--- src/sv/stflr_pkg.sv ---
// Shared types and constants of the strip/fan to triangle list remapper.
package stflr_pkg;

    localparam int POINT_W     = 12;
    localparam int SLOT_W      = 12;
    localparam int COUNT_W     = 13;
    localparam int SLOT_LIMIT  = 4096;

    localparam int IN_TDATA_W  = 16;
    localparam int IN_TUSER_W  = 3;
    localparam int OUT_TDATA_W = 80;
    localparam int OUT_TUSER_W = 2;
    localparam int OUT_PAD_W   = OUT_TDATA_W - (POINT_W + 4 * SLOT_W + COUNT_W);

    // Queue between front and back
    localparam int QUEUE_DEPTH = 4;
    localparam int QPTR_W      = 2;
    localparam int QCNT_W      = 3;

    // One polygon corner as it arrives
    typedef struct packed {
        logic               strip_mode;
        logic               surface_start;
        logic               polygon_start;
        logic [POINT_W-1:0] point_index;
    } point_item_t;

    // One result item
    typedef struct packed {
        logic [COUNT_W-1:0] vertex_count;
        logic [SLOT_W-1:0]  tri_third;
        logic [SLOT_W-1:0]  tri_second;
        logic [SLOT_W-1:0]  tri_first;
        logic               tri_valid;
        logic [SLOT_W-1:0]  vertex_slot;
        logic [POINT_W-1:0] vertex_source;
        logic               vertex_new;
    } result_t;

endpackage

--- src/sv/stflr_front.sv ---
// Front end: accepts corners and reduces each point index to a remap table entry.
module stflr_front #(
    parameter int MAX_POINTS = 4096,
    parameter int ENTRY_W    = 12
) (
    input  logic                          clk,
    input  logic                          rst_n,
    input  logic                          in_valid,
    output logic                          in_ready,
    input  stflr_pkg::point_item_t        in_item,
    input  logic [stflr_pkg::QCNT_W-1:0]  q_count,
    output logic                          push,
    output stflr_pkg::point_item_t        push_item,
    output logic [ENTRY_W-1:0]            push_entry
);

    localparam int RECIP_SHIFT = 24;
    localparam int RECIP       = (1 << RECIP_SHIFT) / MAX_POINTS;
    localparam int RECIP_W     = $clog2(RECIP + 1);
    localparam int MOD_W       = $clog2(MAX_POINTS + 1);
    localparam int REM_W       = ((MOD_W > stflr_pkg::POINT_W) ? MOD_W : stflr_pkg::POINT_W) + 1;
    localparam int PROD_W      = stflr_pkg::POINT_W + RECIP_W;
    localparam int QM_W        = stflr_pkg::POINT_W + MOD_W;
    localparam int FLY_W       = stflr_pkg::QCNT_W + 1;

    localparam logic [RECIP_W-1:0] RECIP_K = RECIP_W'(RECIP);
    localparam logic [MOD_W-1:0]   MOD_K   = MOD_W'(MAX_POINTS);
    localparam logic [REM_W-1:0]   MOD_R   = REM_W'(MAX_POINTS);

    logic                                accept;
    logic [PROD_W-1:0]                   prod;
    logic [stflr_pkg::POINT_W-1:0]       quot_next;
    logic [QM_W-1:0]                     qm_full;
    logic [stflr_pkg::POINT_W-1:0]       qm_next;
    logic [REM_W-1:0]                    rem_raw;
    logic [REM_W-1:0]                    rem;
    logic [FLY_W-1:0]                    in_flight;

    logic                                f1_valid_reg;
    logic                                f2_valid_reg;
    stflr_pkg::point_item_t              f1_item_reg;
    stflr_pkg::point_item_t              f2_item_reg;
    logic [stflr_pkg::POINT_W-1:0]       quot_reg;
    logic [stflr_pkg::POINT_W-1:0]       qm_reg;

    // Take a transfer only while the queue has room for everything in flight
    assign in_flight = FLY_W'(q_count) + FLY_W'(f1_valid_reg) + FLY_W'(f2_valid_reg);
    assign in_ready  = in_flight < FLY_W'(stflr_pkg::QUEUE_DEPTH);
    assign accept    = in_valid & in_ready;

    // Quotient estimate by reciprocal; low by at most one
    assign prod      = in_item.point_index * RECIP_K;
    assign quot_next = stflr_pkg::POINT_W'(prod >> RECIP_SHIFT);

    // Quotient times MAX_POINTS, never above the point index
    assign qm_full = quot_reg * MOD_K;
    assign qm_next = stflr_pkg::POINT_W'(qm_full);

    // Remainder with one correction step
    always_comb
    begin
        rem_raw = REM_W'(f2_item_reg.point_index) - REM_W'(qm_reg);
        if (rem_raw >= MOD_R)
        begin
            rem = rem_raw - MOD_R;
        end
        else
        begin
            rem = rem_raw;
        end
    end

    assign push       = f2_valid_reg;
    assign push_item  = f2_item_reg;
    assign push_entry = ENTRY_W'(rem);

    // Advance the stage valids every cycle
    always_ff @(posedge clk or negedge rst_n)
    begin
        if (!rst_n)
        begin
            f1_valid_reg <= 1'b0;
            f2_valid_reg <= 1'b0;
        end
        else
        begin
            f1_valid_reg <= accept;
            f2_valid_reg <= f1_valid_reg;
        end
    end

    // Carry the payload along
    always_ff @(posedge clk)
    begin
        f1_item_reg <= in_item;
        quot_reg    <= quot_next;
        f2_item_reg <= f1_item_reg;
        qm_reg      <= qm_next;
    end

endmodule

--- config.mk ---
export PLATFORM = sky130hd
export DESIGN_NAME = stflr_front
export DESIGN_NICKNAME = d
export VERILOG_FILES = /design/src/sv/stflr_pkg.sv /design/src/sv/stflr_front.sv
export SDC_FILE = /design/constraint.sdc
export NUM_CORES = 1
export LEC_CHECK = 0
export BUFFER_PORTS_ARGS = -buffer_cell sky130_fd_sc_hd__buf_2
export CAP_MARGIN = 0
export CORE_MARGIN = 1.5
export CORE_UTILIZATION = 25
export DETAILED_ROUTE_END_ITERATION = 7
export GPL_TIMING_DRIVEN = 1
export PLACE_DENSITY_LB_ADDON = 0.08
export SYNTH_ARGS = -nofsm -noshare
export SYNTH_HDL_FRONTEND = slang
export SYNTH_SLANG_ARGS = --single-unit
--- constraint.sdc ---
create_clock -name clk -period 2.5 [get_ports clk]
set_input_delay 0.375 -clock clk [delete_from_list [all_inputs] [get_ports clk]]
set_output_delay 0.375 -clock clk [all_outputs]
set_load 0.05 [all_outputs]
Word-level counts from Yosys, hierarchy flattened
Cells that the tools add are included.
{ "classes": {"addsub": 3, "magnitude_cmp": 2, "mux": 1, "n_bitwise": 1} }
{ "ops": {"columns": ["op", "count"], "rows": [
  ["$ge 12x13->1 const B", 1],
  ["$mux 12", 1],
  ["$sub 12x1->12 const B", 1],
  ["$add 3x1->4", 1],
  ["$add 4x1->4", 1],
  ["$lt 4x3->1 const B", 1],
  ["$and 1x1->1", 1]
]} }
{ "word_totals": {"register_bits": 32, "in_bits": 21, "out_inout_bits": 29, "elab_cells": 17} }

Longest topological paths before layout
{ "logic_depth": {"depth_word": 4, "mapped_depth": 3, "ltp_nobuf": 3} }

Least setup slack after synthesis
OpenSTA, ideal clock, no wires.
{ "synth_path": {"kind": "reg-to-output", "from": "register f2_valid_reg (netlist: push)", "to": "output port in_ready", "arrival_ps": 1593, "t_required_ps": 2125, "path_slack_ps": 532, "stages_incl_launch_ff": 4, "n_path_buf": 0, "path_cell_list": "dfrtp_1 > ha_1 > a21o_1 > a21oi_2"} }
{ "synth_via": {"elab_chain_cells": 2} }
{ "synth_rtl": {"columns": ["element", "line", "rtl"], "rows": [
  ["start: declaration", "stflr_front.sv:40", "logic f2_valid_reg;"],
  ["start signal: assignment", "stflr_front.sv:88", "f2_valid_reg <= f1_valid_reg;"],
  ["$add 4x1->4", "stflr_front.sv:47", "assign in_flight = FLY_W'(q_count) + FLY_W'(f1_valid_reg) + FLY_W'(f2_valid_reg);"],
  ["$lt 4x3->1", "stflr_front.sv:48", "assign in_ready = in_flight < FLY_W'(stflr_pkg::QUEUE_DEPTH);"],
  ["end: declaration", "stflr_front.sv:9", "output logic in_ready,"]
]} }
Every way passes these cells.

Final worst setup path
Ends and elaborated chain as after synthesis.

==> impl_summary.md <==
Synth
By area the synthesized netlist is led by sky130_fd_sc_hd__dfxtp_1 (77%), sky130_fd_sc_hd__buf_4 (11%), sky130_fd_sc_hd__dfrtp_1 (6.4%). The proportion of register bits with asynchronous set or reset after synthesis is 6.25%. Yosys mapped a number of flops with a built-in enable equal to 0.

The number of flip-flops and latches in the synthesized netlist is 32. After synthesis, the netlist uses 7 different library cells. For this run, the leading register cell type out of synthesis is sky130_fd_sc_hd__dfxtp_1. The XOR/XNOR share of the synthesized area is 0%. Of the total synthesized cell area, the portion taken by AND, OR, NAND and NOR gates is 0.797%. After synthesis, the most frequently instantiated cells are sky130_fd_sc_hd__dfxtp_1 (30), sky130_fd_sc_hd__buf_4 (12), sky130_fd_sc_hd__a21oi_2 (2), sky130_fd_sc_hd__dfrtp_1 (2).

The post-synthesis average cell area is 16.0 um2. The synthesized netlist occupies a cell area of 785 um2. The synthesized netlist devotes 1.59% of its cell area to adder and majority cells.

The cell count after synthesis came out at 49. Summing the sequential cell areas from Yosys gives 82.9% of the chip area. By area, the combinational part of the netlist is dominated by buffers and inverters. The leading area contributor after synthesis is sky130_fd_sc_hd__dfxtp_1. The leading cell type by number of instances after synthesis is sky130_fd_sc_hd__dfxtp_1.

Summing the areas of all compound-gate instances in the mapped netlist gives 3.19% of the synthesized area. The share of Yosys cell area claimed by the top area cell type is 76.6%. The number of nets in the synthesized netlist is 71. Measured against the total synthesized area, the mux share comes to 0%. The yosys synthesis warning count is 0.

Power and ir drop
The share of total power in combinational logic is 12.9%. The part of the power in the clock network is 35.3%. The internal power of the cells totals 0.000778 W. The sequential cell fraction of total power is 51.8%. For this design the static power due to leakage is 0.543 nW. Of the total power, the share spent switching nets is 26.0%. Across the VDD grid, the largest voltage drop is 0.000368 V. The net switching power is 0.000274 W. The total power per unit cell area is 973 nW/um2.

STA
In the finished design, the share of the clock period the worst path needs comes to 76.8%. The worst-margin pin slew is 0.257 ns. The summed negative setup slack over all endpoints is 0 ns. The final setup violation count is 0.

Setup repair after global routing left no endpoint under its margin. The final number of max-transition violations is 0. The post-route clock skew is 0.00915 ns.

The clock period minus final worst setup slack is 1.92 ns. The hold violation total from the final report is 0. The highest attainable clock frequency is 521 MHz.

The least setup slack across all paths after layout is 0.580 ns. Headroom to the max-slew limit came out at 83.0%.

Critical path
The launch instance of the worst register-to-register path is push$_DFF_PN0_. Tracing the worst setup path back leads to its startpoint at push$_DFF_PN0_. The total stage count of the critical path is 4. The buffering stage count on the worst path with inverters included is 1. The startpoint kind of the worst setup timing path is a flip-flop. Walking the worst path, the cells encountered are ha_1 > a21o_1 > a21oi_2 > buf_2. The family of cells with the greatest summed delay on the critical path is flip-flops. The arrival time at the worst endpoint is 1.55 ns. The required time reported for the critical path endpoint is 2.12 ns. For the worst flop-to-flop path, the logic depth is 3. On the worst path, the slowest cell contributes a delay of 0.38 ns.

The slowest stage cell on the critical path is sky130_fd_sc_hd__dfrtp_1. STA classifies the critical path endpoint as an output pin. The critical path class is flip-flop to output pin. Of all nets on the critical path, the largest fanout is 2.

Clock network
The number of hold buffers added after CTS was 1. The clock net sink count is 32. The TritonCTS buffer count is 5.

The number of cells upsized or downsized after cts is 0. The buffer count from post-CTS setup fixing is 0. The clock transition at the registers of the reported paths is 0.10 ns.

The buffer cell driving the clock tree root is sky130_fd_sc_hd__clkbuf_4. The clock latency of the later-clocked register in the worst-skew pair is 0.32 ns. The number of buffers on the longest clock path is 2. The TritonCTS clock tree is yes.

CTS built an H-tree with a depth of 2.

Floorplan
In this run the core area contains 20 standard-cell rows. The height of the chip is 59.0 um. 50 I/O pins were placed.

The x dimension of the die is 59.0 um. The initial utilization of the core area, before any placement, comes to 25.9%. The core box area is 3030 um2.

The area of the die is 3480 um2.

Global routing
The number of antenna violations at the first check in global routing was 0. The pin count of the biggest net entering global routing is 11. The first global-routing pass estimated 1.66 mm of wire. The number of global-route vias before repair is 422. Global routing finished with a remaining overflow of 0. The total global-route track usage is 7.63%.

Finish
Once layout is done, the placed cells without fillers occupy 1080 um2. The number of nets in the layout is 116. After filler insertion, the fill cell instance count of the layout stands at 312.

0 antenna diodes ended up in the layout. The share of layout cells above drive strength 1 is 61.1%. The signed area change from the synthesized netlist to the final layout is 37.8%.

Flow run
Across the run, the number of max-cap violations was 0.

Route
The final routed wire length divided by cell count is 7.77 um. The first TritonRoute pass finished after 2 iterations. The total number of vias is 462. The routed via count divided by cell count is 3.32. The number of DRC markers in iteration 0 is 5. The wire length reported by the detailed router is 1.08 mm. The count of nets left with antenna violations once routing finished came out at 0. After detailed routing, the number of remaining DRC violations is 0.

Placement
Once placement finished, the instance area stood at 995 um2. The worst slack at placement is 0.792 ns. The global placement routability congestion is 0.530. The wire-length estimate of the detail-placed layout is 796 um. The number of input and output port buffers inserted is 49.

Hold path
The path class of the tightest hold or removal check is input pin to flip-flop. The worst hold path stage count is 1. The startpoint of the worst hold path is in_item[10].

Run status
The flow ran to the end, and the final reports show no timing, DRC or antenna violations.
-- layout make-up --
cell class / count / area [um2] / share of cell area (%)
Clock buffer: 6 / 41.3 / 3.82
Clock inverter: 2 / 35.0 / 3.24
Multi-Input combinational cell: 5 / 43.8 / 4.05
Sequential cell: 32 / 651 / 60.2
Tap cell: 44 / 55.1 / 5.09
Timing Repair Buffer: 50 / 255 / 23.6
-- cells in the final DEF (no fill, tap or decap) --
master                           n
sky130_fd_sc_hd__bufinv_16       1
sky130_fd_sc_hd__clkbuf_1        1
sky130_fd_sc_hd__clkbuf_4        5
sky130_fd_sc_hd__clkinv_2        1
sky130_fd_sc_hd__dlygate4sd3_1   1
sky130_fd_sc_hd__ha_1            1
sky130_fd_sc_hd__a21o_1          1
sky130_fd_sc_hd__dfxtp_1        30
sky130_fd_sc_hd__dfrtp_1         2
sky130_fd_sc_hd__buf_2          49
sky130_fd_sc_hd__a21oi_2         2
sky130_fd_sc_hd__nand2b_1        1
-- per-layer routing --
metal	vias to the layer above	part of all wire [%]	GRT usage, %
met5	-	0	0
met4	0	1.2	5.84
met3	2	14	8.95
met2	28	48	10.0
met1	203	36	6.16
li1	229	-	-
-- logic make-up (layout without fill, tap and decap cells) --
group | Yosys count | after routing
AND/OR/NAND/NOR | 1 | 1
flip-flops | 32 | 32
buffers and inverters | 12 | 58
AO/OA/AOI/OAI | 3 | 3
adder cells (fa/ha/maj) | 1 | 1
-- final timing paths --
path                                           endpoint  slack [ns]
worst min-delay path            f1_item_reg[10]$_DFF_P_        0.14
worst min register to register     push_item[0]$_DFF_P_        0.33
worst max register to register   f1_valid_reg$_DFF_PN0_        1.47
min in group asynchronous                push$_DFF_PN0_        0.37
worst max-delay path                           in_ready        0.58
max in group asynchronous        f1_valid_reg$_DFF_PN0_        2.04
-- through the flow --
stage | power (W) | util, % | instances | hold WS, ns
final | 0.00105 | 35.7 | 139 | 0.140
after global placement | 0.000691 | 32.9 | 130 | 0.161
after global routing | 0.00111 | 35.7 | 139 | 0.0949
after CTS | 0.00107 | 35.7 | 139 | 0.123
after floorplan | 0.000667 | - | 49 | 0.0794
after detailed placement | 0.000693 | 32.9 | 130 | 0.164
-- power groups by stage --
stage / sequential, W / clock [W] / combinational, W
6_report: 0.000545 / 0.000371 / 0.000136
5_1_grt: 0.000548 / 0.000417 / 0.000142
4_1_cts: 0.000546 / 0.000388 / 0.000137
3_5_place_dp: 0.000557 / 0 / 0.000136
3_3_place_gp: 0.000556 / 0 / 0.000135
2_1_floorplan: 0.000606 / 0 / 0.0000606
(Power assumes the default switching activity.)
