===== src/sv/stflr_pkg.sv =====
// Shared types and constants of the strip/fan to triangle list remapper.
package stflr_pkg;

    localparam int POINT_W     = 12;
    localparam int SLOT_W      = 12;
    localparam int COUNT_W     = 13;
    localparam int SLOT_LIMIT  = 4096;

    localparam int IN_TDATA_W  = 16;
    localparam int IN_TUSER_W  = 3;
    localparam int OUT_TDATA_W = 80;
    localparam int OUT_TUSER_W = 2;
    localparam int OUT_PAD_W   = OUT_TDATA_W - (POINT_W + 4 * SLOT_W + COUNT_W);

    // Queue between front and back
    localparam int QUEUE_DEPTH = 4;
    localparam int QPTR_W      = 2;
    localparam int QCNT_W      = 3;

    // One polygon corner as it arrives
    typedef struct packed {
        logic               strip_mode;
        logic               surface_start;
        logic               polygon_start;
        logic [POINT_W-1:0] point_index;
    } point_item_t;

    // One result item
    typedef struct packed {
        logic [COUNT_W-1:0] vertex_count;
        logic [SLOT_W-1:0]  tri_third;
        logic [SLOT_W-1:0]  tri_second;
        logic [SLOT_W-1:0]  tri_first;
        logic               tri_valid;
        logic [SLOT_W-1:0]  vertex_slot;
        logic [POINT_W-1:0] vertex_source;
        logic               vertex_new;
    } result_t;

endpackage


===== src/sv/stflr_queue.sv =====
// Short FIFO that decouples the front end from the remap back end.
module stflr_queue #(
    parameter int WIDTH = 27
) (
    input  logic                          clk,
    input  logic                          rst_n,
    input  logic                          push,
    input  logic [WIDTH-1:0]              push_data,
    input  logic                          pop,
    output logic [WIDTH-1:0]              head_data,
    output logic [stflr_pkg::QCNT_W-1:0]  count
);

    logic [WIDTH-1:0]              slots_reg [stflr_pkg::QUEUE_DEPTH];
    logic [stflr_pkg::QPTR_W-1:0]  wr_ptr_reg;
    logic [stflr_pkg::QPTR_W-1:0]  rd_ptr_reg;
    logic [stflr_pkg::QCNT_W-1:0]  count_reg;
    logic [stflr_pkg::QCNT_W-1:0]  count_next;

    assign head_data = slots_reg[rd_ptr_reg];
    assign count     = count_reg;

    // Track occupancy
    always_comb
    begin
        count_next = count_reg;
        if (push && !pop)
        begin
            count_next = count_reg + 1'b1;
        end
        else if (pop && !push)
        begin
            count_next = count_reg - 1'b1;
        end
    end

    // Move the pointers
    always_ff @(posedge clk or negedge rst_n)
    begin
        if (!rst_n)
        begin
            wr_ptr_reg <= '0;
            rd_ptr_reg <= '0;
            count_reg  <= '0;
        end
        else
        begin
            if (push)
            begin
                wr_ptr_reg <= wr_ptr_reg + 1'b1;
            end
            if (pop)
            begin
                rd_ptr_reg <= rd_ptr_reg + 1'b1;
            end
            count_reg <= count_next;
        end
    end

    // Store the pushed entry
    always_ff @(posedge clk)
    begin
        if (push)
        begin
            slots_reg[wr_ptr_reg] <= push_data;
        end
    end

endmodule


===== config.mk =====
export PLATFORM = sky130hd
export DESIGN_NAME = stflr_queue
export DESIGN_NICKNAME = d
export VERILOG_FILES = /design/src/sv/stflr_pkg.sv /design/src/sv/stflr_queue.sv
export SDC_FILE = /design/constraint.sdc
export NUM_CORES = 1
export LEC_CHECK = 0
export ABC_AREA = 1
export BUFFER_PORTS_ARGS = -buffer_cell sky130_fd_sc_hd__buf_2
export CELL_PAD_IN_SITES_DETAIL_PLACEMENT = 1
export CELL_PAD_IN_SITES_GLOBAL_PLACEMENT = 2
export CORE_MARGIN = 10
export CORE_UTILIZATION = 37
export CTS_BUF_LIST = sky130_fd_sc_hd__clkbuf_4 sky130_fd_sc_hd__clkbuf_8
export DETAILED_ROUTE_END_ITERATION = 16
export PLACE_DENSITY = 0.88
export SYNTH_ARGS = -nofsm -noshare
export SYNTH_HDL_FRONTEND = slang
export SYNTH_SLANG_ARGS = --single-unit

===== constraint.sdc =====
create_clock -name clk -period 1.5 [get_ports clk]
set_input_delay 0.45 -clock clk [delete_from_list [all_inputs] [get_ports clk]]
set_output_delay 0.45 -clock clk [all_outputs]
set_load 0.01 [all_outputs]

Word level (Yosys, flattened, before mapping)

Memories as Yosys holds them, arrays and structs flattened.
Index checks and enable logic that the tools add are counted.

Word-level logic and storage cells: 17
Memories: 1
Bits in registers: 7
Memory bits (writable): 108
Input bits: 31
Output and inout bits: 30

Memories:

| name      | depth | bits a word | rd ports | clocked after memory_dff | write ports | line              | RTL |
|---|---|---|---|---|---|---|---|
| slots_reg | 4     | 27          | 1        | 0                        | 1           | stflr_queue.sv:14 | `logic [WIDTH-1:0] slots_reg [stflr_pkg::QUEUE_DEPTH];` |

Add/sub/neg operators: 4
Muxes and demuxes: 4
Reduce and logical (&&, ||, !) cells: 5

Operator list:

| kind                                                               | number |
|---|---|
| 3-bit two-way mux                                                  | 2 |
| 2-bit by 1-bit adder with 2-bit output, second input constant      | 2 |
| 3-bit by 1-bit adder with 3-bit output, second input constant      | 1 |
| 3-bit by 1-bit subtractor with 3-bit output, second input constant | 1 |
| 1-bit logical AND                                                  | 2 |
| 1-bit logical NOT                                                  | 2 |
| 1-bit two-way mux                                                  | 2 |
| 2-bit nonzero test                                                 | 1 |

Depth between registers and ports, before layout

Gate-level depths: netlist (run 1).

Depth in word-level cells: 4
Mapped depth: 9
Depth with buffers taken out: 9

Worst setup path before layout (run 1)

Ideal clock, no wire load.

Path type: input port to flip-flop
From: input push
To: memory slots_reg[1][0] (enable)
Data required time: 1118 ps
Path buffers: 1
Slack: -150 ps
Library setup time: 382 ps
Data arrival time: 1269 ps
Stages on the path: 3
Cell sequence: clkbuf_1 -> nand2_1 -> inv_1

Word-level cells in the longest chain between the ends: 2

Ends and longest elaborated chain:

| item                                    | line              | RTL |
|---|---|---|
| start, declared                         | stflr_queue.sv:7  | `input logic push,` |
| 1-bit two-way mux                       | stflr_queue.sv:63 | `if (push)` |
| 1-bit two-way mux (not written as such) | stflr_queue.sv:65 | `slots_reg[wr_ptr_reg] <= push_data;` |
| end, declared                           | stflr_queue.sv:14 |  |

No other way between the ends.

Final worst setup path (run 1)

From: register rd_ptr_reg[0] (netlist name)
To: output head_data[2]

Word-level cells in the longest chain between the ends: 1

Ends and longest elaborated chain:

| item                   | line              | RTL |
|---|---|---|
| start, declared        | stflr_queue.sv:16 | `logic [stflr_pkg::QPTR_W-1:0] rd_ptr_reg;` |
| start signal, assigned | stflr_queue.sv:54 | `rd_ptr_reg <= rd_ptr_reg + 1'b1;` |
| memory read 4 x 27 bit | -                 |  |
| end, declared          | stflr_queue.sv:10 | `output logic [WIDTH-1:0] head_data,` |

No other way between the ends.

==> flow_summary.json, run 1 <==
{
  "outcome": "complete, but fails checks",
  "violations": "negative setup slack",
  "routed_wl_um": 10180,
  "postRouteAntennaNets": 0,
  "clock-sinks": 115,
  "wl_per_cell_um": 16.31,
  "path_max_fanout": 44,
  "synth_top_family_by_area": "buffers and inverters",
  "grt_pass1_vias": 3161,
  "num_antenna_cells": 0,
  "seq_power_share": 0.401,
  "syn_avg_cell_area_um2": 13.13,
  "hp-start": "push_data[11]",
  "root_buffer": "clkbuf_8",
  "power.total_uw": 11150,
  "crit_type": "flop to output pin",
  "critPathArrivalTime_ns": 1.58,
  "critPathCapture": "head_data[2]",
  "ir_drop_mv": 0.7122,
  "dieHeight_um": 133.0,
  "start_kind": "flop",
  "die_w_um": 133.0,
  "fin_skew_ns": 0.008274,
  "clock_path_buffers": 2,
  "worstReg2RegStart": "wr_ptr_reg[0]",
  "synthCells": 360,
  "largest_register_ffs": 108,
  "p_leak_uw": 0.002335,
  "r2r-end": "slots_reg[2][9]",
  "drt_pass1_iterations": 4,
  "ys_seq_area_frac": 0.7233,
  "insertion_delay_ns": 0.41,
  "ys_ff_latch": 115,
  "tightest_slew_ns": 0.2009,
  "r2r_slack_ns": 0.12,
  "synth_xor_xnor_area_share": 0.007413,
  "area_growth_pct": 21.10,
  "worst_slack_ns": -0.5272,
  "drc": 0,
  "nets": 478,
  "internal_power_uw": 7356,
  "grt_usage": 0.1202,
  "reg2reg_depth": 5,
  "grt_pass1_wl_um": 16430,
  "syn_area_um2": 4726,
  "clkPwrFrac": 0.231,
  "worst_setup_path_end_kind": "output pin",
  "htreeDepth": 4,
  "coreArea_um2": 12570,
  "hold_path_class": "input port to flop",
  "grt_setup_unrepaired": "true",
  "grt_max_degree": 45,
  "fillers": 1322,
  "vias_per_cell": 4.639,
  "drv_cap": 0,
  "synth-simple-area-share": 0.07705,
  "antenna_found_initial": 0,
  "pwr_density_cell_nw_per_um2": 1948,
  "cts_buffers": 17,
  "num_vias": 2895,
  "p_sw_uw": 3791,
  "ys_types": 17,
  "final-hold-violation-count": 0,
  "min_period_ns": 2.027,
  "synth_fa_ha_area_frac": 0.01747,
  "sw_frac_of_total": 0.3401,
  "slew_viol_final": 0,
  "fin_setup_tns_ns": -12.97,
  "final_layout_size_suffix_gt1_frac": 0.2478,
  "fp.dieArea_um2": 17690,
  "final_core_util": 0.4554,
  "relSlewSlack": 0.8655,
  "row_count": 41,
  "synth_compound_area_frac": 0.08684,
  "ys_warn_count": 0,
  "cts_tree": "built",
  "setup_viol": 27,
  "ios": 61,
  "finalCritPeriodShare": 1.351,
  "combPwrFrac": 0.367,
  "place_congestion": 0.6937,
  "startpoint": "rd_ptr_reg[0]",
  "fmax_mhz": 493.3,
  "worstPathRequired_ns": 1.05,
  "synth_mux_area_frac": 0,
  "hpwl_um": 6862,
  "overflow": 0,
  "port-buffer-count": 60,
  "synth_fp_nets": 397,
  "path_clk_slew_ns": 0.06,
  "start_util": 0.3760,
  "drtIter0Drc": 89
}
[synth_stat cells]
library cell	count	area [um^2]
buf_6	11	123.9
inv_4	1	6.260
buf_2	3	15.01
ha_1	5	62.56
nand2_1	94	352.8
inv_1	65	244.0
o21ai_0	1	5.000
fa_1	1	20.02
edfxtp_1	108	3243
nand4_1	1	6.260
dfrtp_1	7	175.2
xor2_1	3	26.28
clkbuf_1	1	3.750
nand3_1	1	5.000
buf_4	3	22.52
o211ai_1	54	405.4
xnor2_1	1	8.760
[worst min path at each step]
| stage | to | slack (ns) | cells past startpoint |
|---|---|---|---|
| floorplan | count[0] | 0.15 | 0 |
| global placement | count[1] | 0.30 | 1 |
| detailed placement | count[0] | 0.30 | 1 |
| CTS | slots_reg[1][11] | 0.22 | 1 |
| global route | slots_reg[0][1] | 0.23 | 1 |
| finish | slots_reg[1][11] | 0.25 | 1 |
[cells in the final DEF (no fill, tap or decap)]
cell type | synthesis | layout
nand4_1 | 1 | 1
ha_1 | 5 | 5
dfrtp_4 | 0 | 1
o21ai_0 | 1 | 1
clkinv_1 | 0 | 4
clkinv_2 | 0 | 3
clkbuf_8 | 0 | 17
clkinvlp_4 | 0 | 4
buf_12 | 0 | 9
dlygate4sd3_1 | 0 | 1
nand2_1 | 94 | 94
inv_4 | 1 | 1
o211ai_1 | 54 | 54
nand3_1 | 1 | 1
bufinv_16 | 0 | 2
fa_2 | 0 | 1
buf_4 | 3 | 10
xor2_1 | 3 | 3
xnor2_1 | 1 | 1
edfxtp_1 | 108 | 108
buf_6 | 11 | 1
clkbuf_4 | 0 | 4
buf_2 | 3 | 59
inv_1 | 65 | 61
dfrtp_1 | 7 | 6
[power by group through the flow]
stage / clock network [uW] / logic [uW] / registers, uW
after floorplan: 0 / 2590 / 4460
after global placement: 0 / 4010 / 4510
after detailed placement: 0 / 4160 / 4550
after CTS: 2660 / 4210 / 4480
after global routing: 2820 / 4620 / 4530
final: 2580 / 4100 / 4480
[metrics by stage]
| stage | hold WS [ns] | std cells | setup slack (ns) | instance area, um^2 |
|---|---|---|---|---|
| 2_1_floorplan | 0.1544 | 360 | 0.02713 | 4741 |
| 3_3_place_gp | 0.2997 | 592 | -0.08594 | 5343 |
| 3_5_place_dp | 0.3038 | 592 | -0.1545 | 5343 |
| 4_1_cts | 0.2190 | 624 | -0.5679 | 5714 |
| 5_1_grt | 0.2254 | 624 | -0.6353 | 5723 |
| 6_report | 0.2496 | 624 | -0.5272 | 5723 |
[layer usage]
layer,share of wire,vias up,GRT usage
li1,-,1396,-
met1,0.39,1427,0.1217
met2,0.54,58,0.2191
met3,0.047,14,0.04201
met4,0.018,0,0.04890
met5,0,-,0
[cells by family (layout without fill, tap and decap cells)]
| family | after synthesis | in the layout |
|---|---|---|
| compound gates | 55 | 55 |
| flops | 115 | 115 |
| simple gates | 96 | 96 |
| xor+xnor | 4 | 4 |
| fa+ha+maj | 6 | 6 |
| buf+inv | 84 | 176 |
[worst max-delay path, stage by stage, from the launching register on]
cell and delay (ns):
dfrtp_4 0.52, buf_12 0.19, o211ai_1 0.19, nand2_1 0.10, buf_2 0.15
[area by class of cell]
cell class | count | area, um^2 | area share
inverter | 66 | 265.3 | 0.04635
clock inverter | 9 | 90.09 | 0.01574
sequential | 115 | 3422 | 0.5979
clock buffer | 21 | 264.0 | 0.04613
timing repair buffer | 80 | 571.8 | 0.09991
multi-input combinational | 161 | 894.6 | 0.1563
tap | 172 | 215.2 | 0.03760
[timing repair]
item,CTS,global route
cloned,0,0
endpoints found under the hold margin,7,0
buffers inserted,1,0
endpoints found under the setup margin,28,28
hold buffers,1,0
pin swaps,8,17
resized for setup,0,2
Note: power is estimated with default switching activity, not from simulation.
==> run 2: changes to the inputs <==
--- a/config.mk
+++ b/config.mk
@@ -10,10 +10,11 @@
 export CELL_PAD_IN_SITES_DETAIL_PLACEMENT = 1
 export CELL_PAD_IN_SITES_GLOBAL_PLACEMENT = 2
 export CORE_MARGIN = 10
-export CORE_UTILIZATION = 37
+export CORE_UTILIZATION = 41
 export CTS_BUF_LIST = sky130_fd_sc_hd__clkbuf_4 sky130_fd_sc_hd__clkbuf_8
+export CTS_CLUSTER_DIAMETER = 60
 export DETAILED_ROUTE_END_ITERATION = 16
-export PLACE_DENSITY = 0.88
+export PLACE_DENSITY = 0.91
 export SYNTH_ARGS = -nofsm -noshare
 export SYNTH_HDL_FRONTEND = slang
 export SYNTH_SLANG_ARGS = --single-unit
==> constraint.sdc (replaced) <==
create_clock -name clk -period 1.9 [get_ports clk]
set_input_delay 0.57 -clock clk [delete_from_list [all_inputs] [get_ports clk]]
set_output_delay 0.57 -clock clk [all_outputs]
set_load 0.01 [all_outputs]
==> flow_summary.json, run 2 (synthesis results as in run 1) <==
{
  "pwr_density_cell_nw_per_um2": 1549,
  "place_congestion": 0.7002,
  "worst_setup_path_end_kind": "output pin",
  "final_layout_size_suffix_gt1_frac": 0.2315,
  "sw_frac_of_total": 0.3541,
  "dieHeight_um": 127.4,
  "p_sw_uw": 3058,
  "antenna_found_initial": 0,
  "grt_setup_unrepaired": "true",
  "drt_pass1_iterations": 5,
  "vias_per_cell": 4.845,
  "port-buffer-count": 60,
  "routed_wl_um": 9634,
  "internal_power_uw": 5578,
  "violations": "negative setup slack",
  "fin_setup_tns_ns": -5.561,
  "combPwrFrac": 0.341,
  "ir_drop_mv": 0.5909,
  "crit_type": "flop to output pin",
  "fmax_mhz": 461.9,
  "drv_cap": 0,
  "hold_path_class": "input port to flop",
  "final_common_cell": "edfxtp_1",
  "stdcell_count": 588,
  "tightest_slew_ns": 0.2698,
  "hpwl_um": 6263,
  "final-hold-violation-count": 0,
  "grt_pass1_wl_um": 15410,
  "root_buffer": "clkbuf_8",
  "start_kind": "flop",
  "final_core_util": 0.4905,
  "finalCritPeriodShare": 1.139,
  "worstPathRequired_ns": 1.33,
  "start_util": 0.4156,
  "critPathArrivalTime_ns": 1.59,
  "hp-start": "push_data[10]",
  "path_clk_slew_ns": 0.07,
  "path_max_fanout": 60,
  "dpl.cell_count": 555,
  "num_antenna_cells": 0,
  "area_growth_pct": 18.00,
  "coreArea_um2": 11370,
  "p_leak_uw": 0.002310,
  "worst_slack_ns": -0.2649,
  "drtIter0Drc": 157,
  "clock-sinks": 115,
  "startpoint": "rd_ptr_reg[0]",
  "row_count": 39,
  "wl_per_cell_um": 16.38,
  "drc": 0,
  "cts_tree": "built",
  "seq_power_share": 0.408,
  "setup_viol": 27,
  "grt_usage": 0.1216,
  "critPathSlowestCell": "dfrtp_4",
  "worstPathCellList": "buf_12, o211ai_1, nand2_1, buf_2",
  "path_buf_inv": 2,
  "die_w_um": 127.4,
  "ios": 61,
  "cts_setup_buffers": 0,
  "stdcell_area_um2": 5577,
  "worstReg2RegStart": "wr_ptr_reg[0]",
  "insertion_delay_ns": 0.40,
  "dpl_cell_area_um2": 5169,
  "min_period_ns": 2.165,
  "largest_register_ffs": 108,
  "htreeDepth": 4,
  "path_delay_family": "flip-flops",
  "outcome": "complete, but fails checks",
  "max_stage_delay_ns": 0.51,
  "cts_buffers": 17,
  "num_vias": 2849,
  "fp.dieArea_um2": 16220,
  "clock_path_buffers": 2,
  "grt_pass1_vias": 3058,
  "overflow": 0,
  "slew_viol_final": 0,
  "clkPwrFrac": 0.252,
  "relSlewSlack": 0.8200,
  "nets": 469,
  "fin_skew_ns": 0.004402,
  "postRouteAntennaNets": 0,
  "layout_common_cells": "edfxtp_1, nand2_1, inv_1",
  "grt_max_degree": 61
}
run 2: cell count changes in the layout (fill, tap and decap cells not counted), sizes merged:
cell	delta
clkbuf	-4
buf	-9
inv	+7
clkinvlp	-1
run 2: metal layers:
metal  up-vias  global-route usage  part of all wire
li1       1378                   -                 -
met1      1395              0.1333              0.40
met2        69              0.2146              0.53
met3         7             0.03846             0.065
met4         0             0.04622             0.010
met5         -                   0                 0
run 2: what timing repair did:
item,4_1_cts,5_1_grt
gates resized for setup,2,0
pin swaps,0,4
hold buffers,1,0
endpoints found under the setup margin,27,27
hold endpoints to repair,7,0
run 2: area by class of cell:
cell class / instances / area (um^2)
clock buffer: 17 / 234.0
clock inverter: 15 / 157.7
fill: 1205 / 5793
inverter: 66 / 252.7
multi-input combinational: 161 / 892.1
sequential: 115 / 3422
tap: 143 / 178.9
timing repair buffer: 71 / 439.2
run 2: final timing paths:
| kind | endpoint | slack (ns) | cells past startpoint |
|---|---|---|---|
| worst min-delay path | slots_reg[1][10] | 0.37 | 1 |
| min in group asynchronous | count[0] | 0.53 | 2 |
| worst max register to register | slots_reg[2][25] | 0.54 | 5 |
| max in group asynchronous | rd_ptr_reg[0] | 1.18 | 2 |
| worst min register to register | count[2] | 0.52 | 2 |
| worst max-delay path | head_data[21] | -0.26 | 4 |
run 2: power by group through the flow:
stage,Sequential [uW],Clock (uW),Combinational (uW)
finish,3520,2170,2940
CTS,3530,2220,3040
global route,3570,2360,3340
detailed placement,3580,0,3020
global placement,3550,0,2920
floorplan,3520,0,2030
run 2: through the flow:
stage / hold WS, ns / total power (uW) / setup WS, ns
2_1_floorplan: 0.2744 / 5548 / 0.1296
3_3_place_gp: 0.4173 / 6469 / 0.1740
3_5_place_dp: 0.4167 / 6592 / 0.1166
4_1_cts: 0.3492 / 8794 / -0.2973
5_1_grt: 0.3473 / 9268 / -0.3542
6_report: 0.3743 / 8636 / -0.2649
==> run 3: changes to the inputs <==
--- a/config.mk
+++ b/config.mk
@@ -9,12 +9,14 @@
 export BUFFER_PORTS_ARGS = -buffer_cell sky130_fd_sc_hd__buf_2
 export CELL_PAD_IN_SITES_DETAIL_PLACEMENT = 1
 export CELL_PAD_IN_SITES_GLOBAL_PLACEMENT = 2
-export CORE_MARGIN = 10
+export CORE_MARGIN = 4
 export CORE_UTILIZATION = 41
 export CTS_BUF_LIST = sky130_fd_sc_hd__clkbuf_4 sky130_fd_sc_hd__clkbuf_8
 export CTS_CLUSTER_DIAMETER = 60
 export DETAILED_ROUTE_END_ITERATION = 16
 export PLACE_DENSITY = 0.91
+export REMOVE_ABC_BUFFERS = 1
+export SLEW_MARGIN = 20
 export SYNTH_ARGS = -nofsm -noshare
 export SYNTH_HDL_FRONTEND = slang
 export SYNTH_SLANG_ARGS = --single-unit
==> flow_summary.json, run 3 (synthesis results as in run 1) <==
{
  "final_core_util": 0.5223,
  "row_count": 38,
  "slew_viol_final": 0,
  "port-buffer-count": 60,
  "nets": 474,
  "hpwl_um": 6287,
  "r2r_slack_ns": 0.55,
  "power.total_uw": 9259,
  "drt_pass1_iterations": 4,
  "grt_pass1_vias": 3458,
  "die_w_um": 115.4,
  "root_buffer": "clkbuf_8",
  "wl_per_cell_um": 18.59,
  "path_max_fanout": 9,
  "worst_setup_path_end_kind": "output pin",
  "fillers": 1155,
  "layout_common_cells": "edfxtp_1, nand2_1, inv_1",
  "hold_path_class": "input port to flop",
  "final_layout_size_suffix_gt1_frac": 0.2622,
  "place_congestion": 0.6957,
  "critPathArrivalTime_ns": 1.68,
  "p_leak_uw": 0.002418,
  "grt_setup_unrepaired": "true",
  "hp-start": "push_data[1]",
  "startpoint": "rd_ptr_reg[0]",
  "dieHeight_um": 115.4,
  "htreeDepth": 4,
  "pwr_density_cell_nw_per_um2": 1600,
  "critPathSlowestCell": "dfrtp_4",
  "drtIter0Drc": 121,
  "relSlewSlack": 0.8202,
  "min_period_ns": 2.252,
  "max_stage_delay_ns": 0.54,
  "clock_path_buffers": 2,
  "path_clk_slew_ns": 0.07,
  "final-hold-violation-count": 0,
  "path_delay_family": "flip-flops",
  "stdcell_count": 590,
  "violations": "negative setup slack",
  "num_vias": 2944,
  "area_growth_pct": 22.43,
  "worstPathCellList": "buf_4, buf_16, nand2_1, o211ai_1, nand2_1, buf_2",
  "fin_skew_ns": 0.01270,
  "outcome": "complete, but fails checks",
  "fmax_mhz": 444.1,
  "drc": 0,
  "postRouteAntennaNets": 0,
  "start_kind": "flop",
  "clock-sinks": 115,
  "routed_wl_um": 10970,
  "ir_drop_mv": 0.6631,
  "grt_max_degree": 38,
  "fp.dieArea_um2": 13310,
  "grt_pass1_wl_um": 17640,
  "coreArea_um2": 11080,
  "start_util": 0.4266,
  "dpl.cell_count": 550,
  "final_common_cell": "edfxtp_1",
  "crit_type": "flop to output pin",
  "worstPathRequired_ns": 1.33,
  "grt_usage": 0.1808,
  "worst_slack_ns": -0.3516,
  "antenna_found_initial": 1,
  "crit_path_frequent_cell": "nand2_1",
  "overflow": 0,
  "path_buf_inv": 3,
  "cts_tree": "built",
  "finalCritPeriodShare": 1.185,
  "num_antenna_cells": 0,
  "worstReg2RegStart": "wr_ptr_reg[1]",
  "vias_per_cell": 4.990,
  "largest_register_ffs": 108,
  "cts_buffers": 17,
  "drv_cap": 0,
  "tightest_slew_ns": 0.2695,
  "insertion_delay_ns": 0.42,
  "ios": 61,
  "setup_viol": 27
}
## run 3: cell count changes in the layout (fill, tap and decap cells not counted), sizes merged
| cell | before | now |
|---|---|---|
| bufinv | 2 | 1 |
| clkbuf | 17 | 30 |
| buf | 70 | 73 |
| inv | 69 | 66 |
| clkinvlp | 3 | 0 |
| clkinv | 7 | 3 |
## run 3: timing repair
item,CTS,global route
hold endpoints to repair,7,0
buffers inserted,1,1
hold buffers,1,0
gates cloned,3,2
pin swaps,17,21
gates resized for setup,8,8
endpoints found under the setup margin,27,27
## run 3: worst paths after layout
kind | end | cells past startpoint
worst max-delay path | head_data[24] | 6
worst min-delay path | slots_reg[0][1] | 1
worst max register to register | slots_reg[1][5] | 5
worst min register to register | count[2] | 2
max in group asynchronous | rd_ptr_reg[0] | 2
min in group asynchronous | rd_ptr_reg[0] | 2
## run 3: power by group
group          switching [uW]  internal (uW)  leakage, uW
clock network             871           1310     0.000214
registers                 221           3340      0.00107
logic                    2080           1430      0.00113
## run 3: routing by layer
layer | track usage | routed length [um] | share of wire
met2 | 0.3349 | 6007 | 0.55
met3 | 0.06053 | 590 | 0.054
met4 | 0.06182 | 104 | 0.0095
met5 | 0 | 13 | 0.0012
met1 | 0.1914 | 4251 | 0.39
## run 3: final cells by class
class | instances | area (um^2) | area share
Sequential cell | 115 | 3422 | 0.5915
Timing Repair Buffer | 76 | 616.8 | 0.1066
Inverter | 66 | 252.7 | 0.04369
Tap cell | 140 | 175.2 | 0.03028
Clock inverter | 4 | 45.04 | 0.007785
Clock buffer | 28 | 354.1 | 0.06120
Multi-Input combinational cell | 161 | 919.6 | 0.1590
## run 3: worst reg2reg max path, cell delays in order, from the launching register on
cell and delay, ns:
dfrtp_1 0.40, inv_1 0.10, ha_1 0.16, nand2_1 0.05, inv_1 0.09, buf_12 0.21
## run 3: metrics by stage
| step | TNS, ns | setup WS [ns] | hold slack (ns) | instance area (um^2) |
|---|---|---|---|---|
| 2_1_floorplan | -28.09 | -1.008 | 0.2744 | 4561 |
| 6_report | -8.084 | -0.3516 | 0.3636 | 5786 |
| 3_5_place_dp | 0 | 0.09512 | 0.4202 | 5175 |
| 5_1_grt | -10.65 | -0.4414 | 0.3359 | 5786 |
| 4_1_cts | -8.796 | -0.3536 | 0.3333 | 5712 |
| 3_3_place_gp | 0 | 0.1595 | 0.4180 | 5175 |
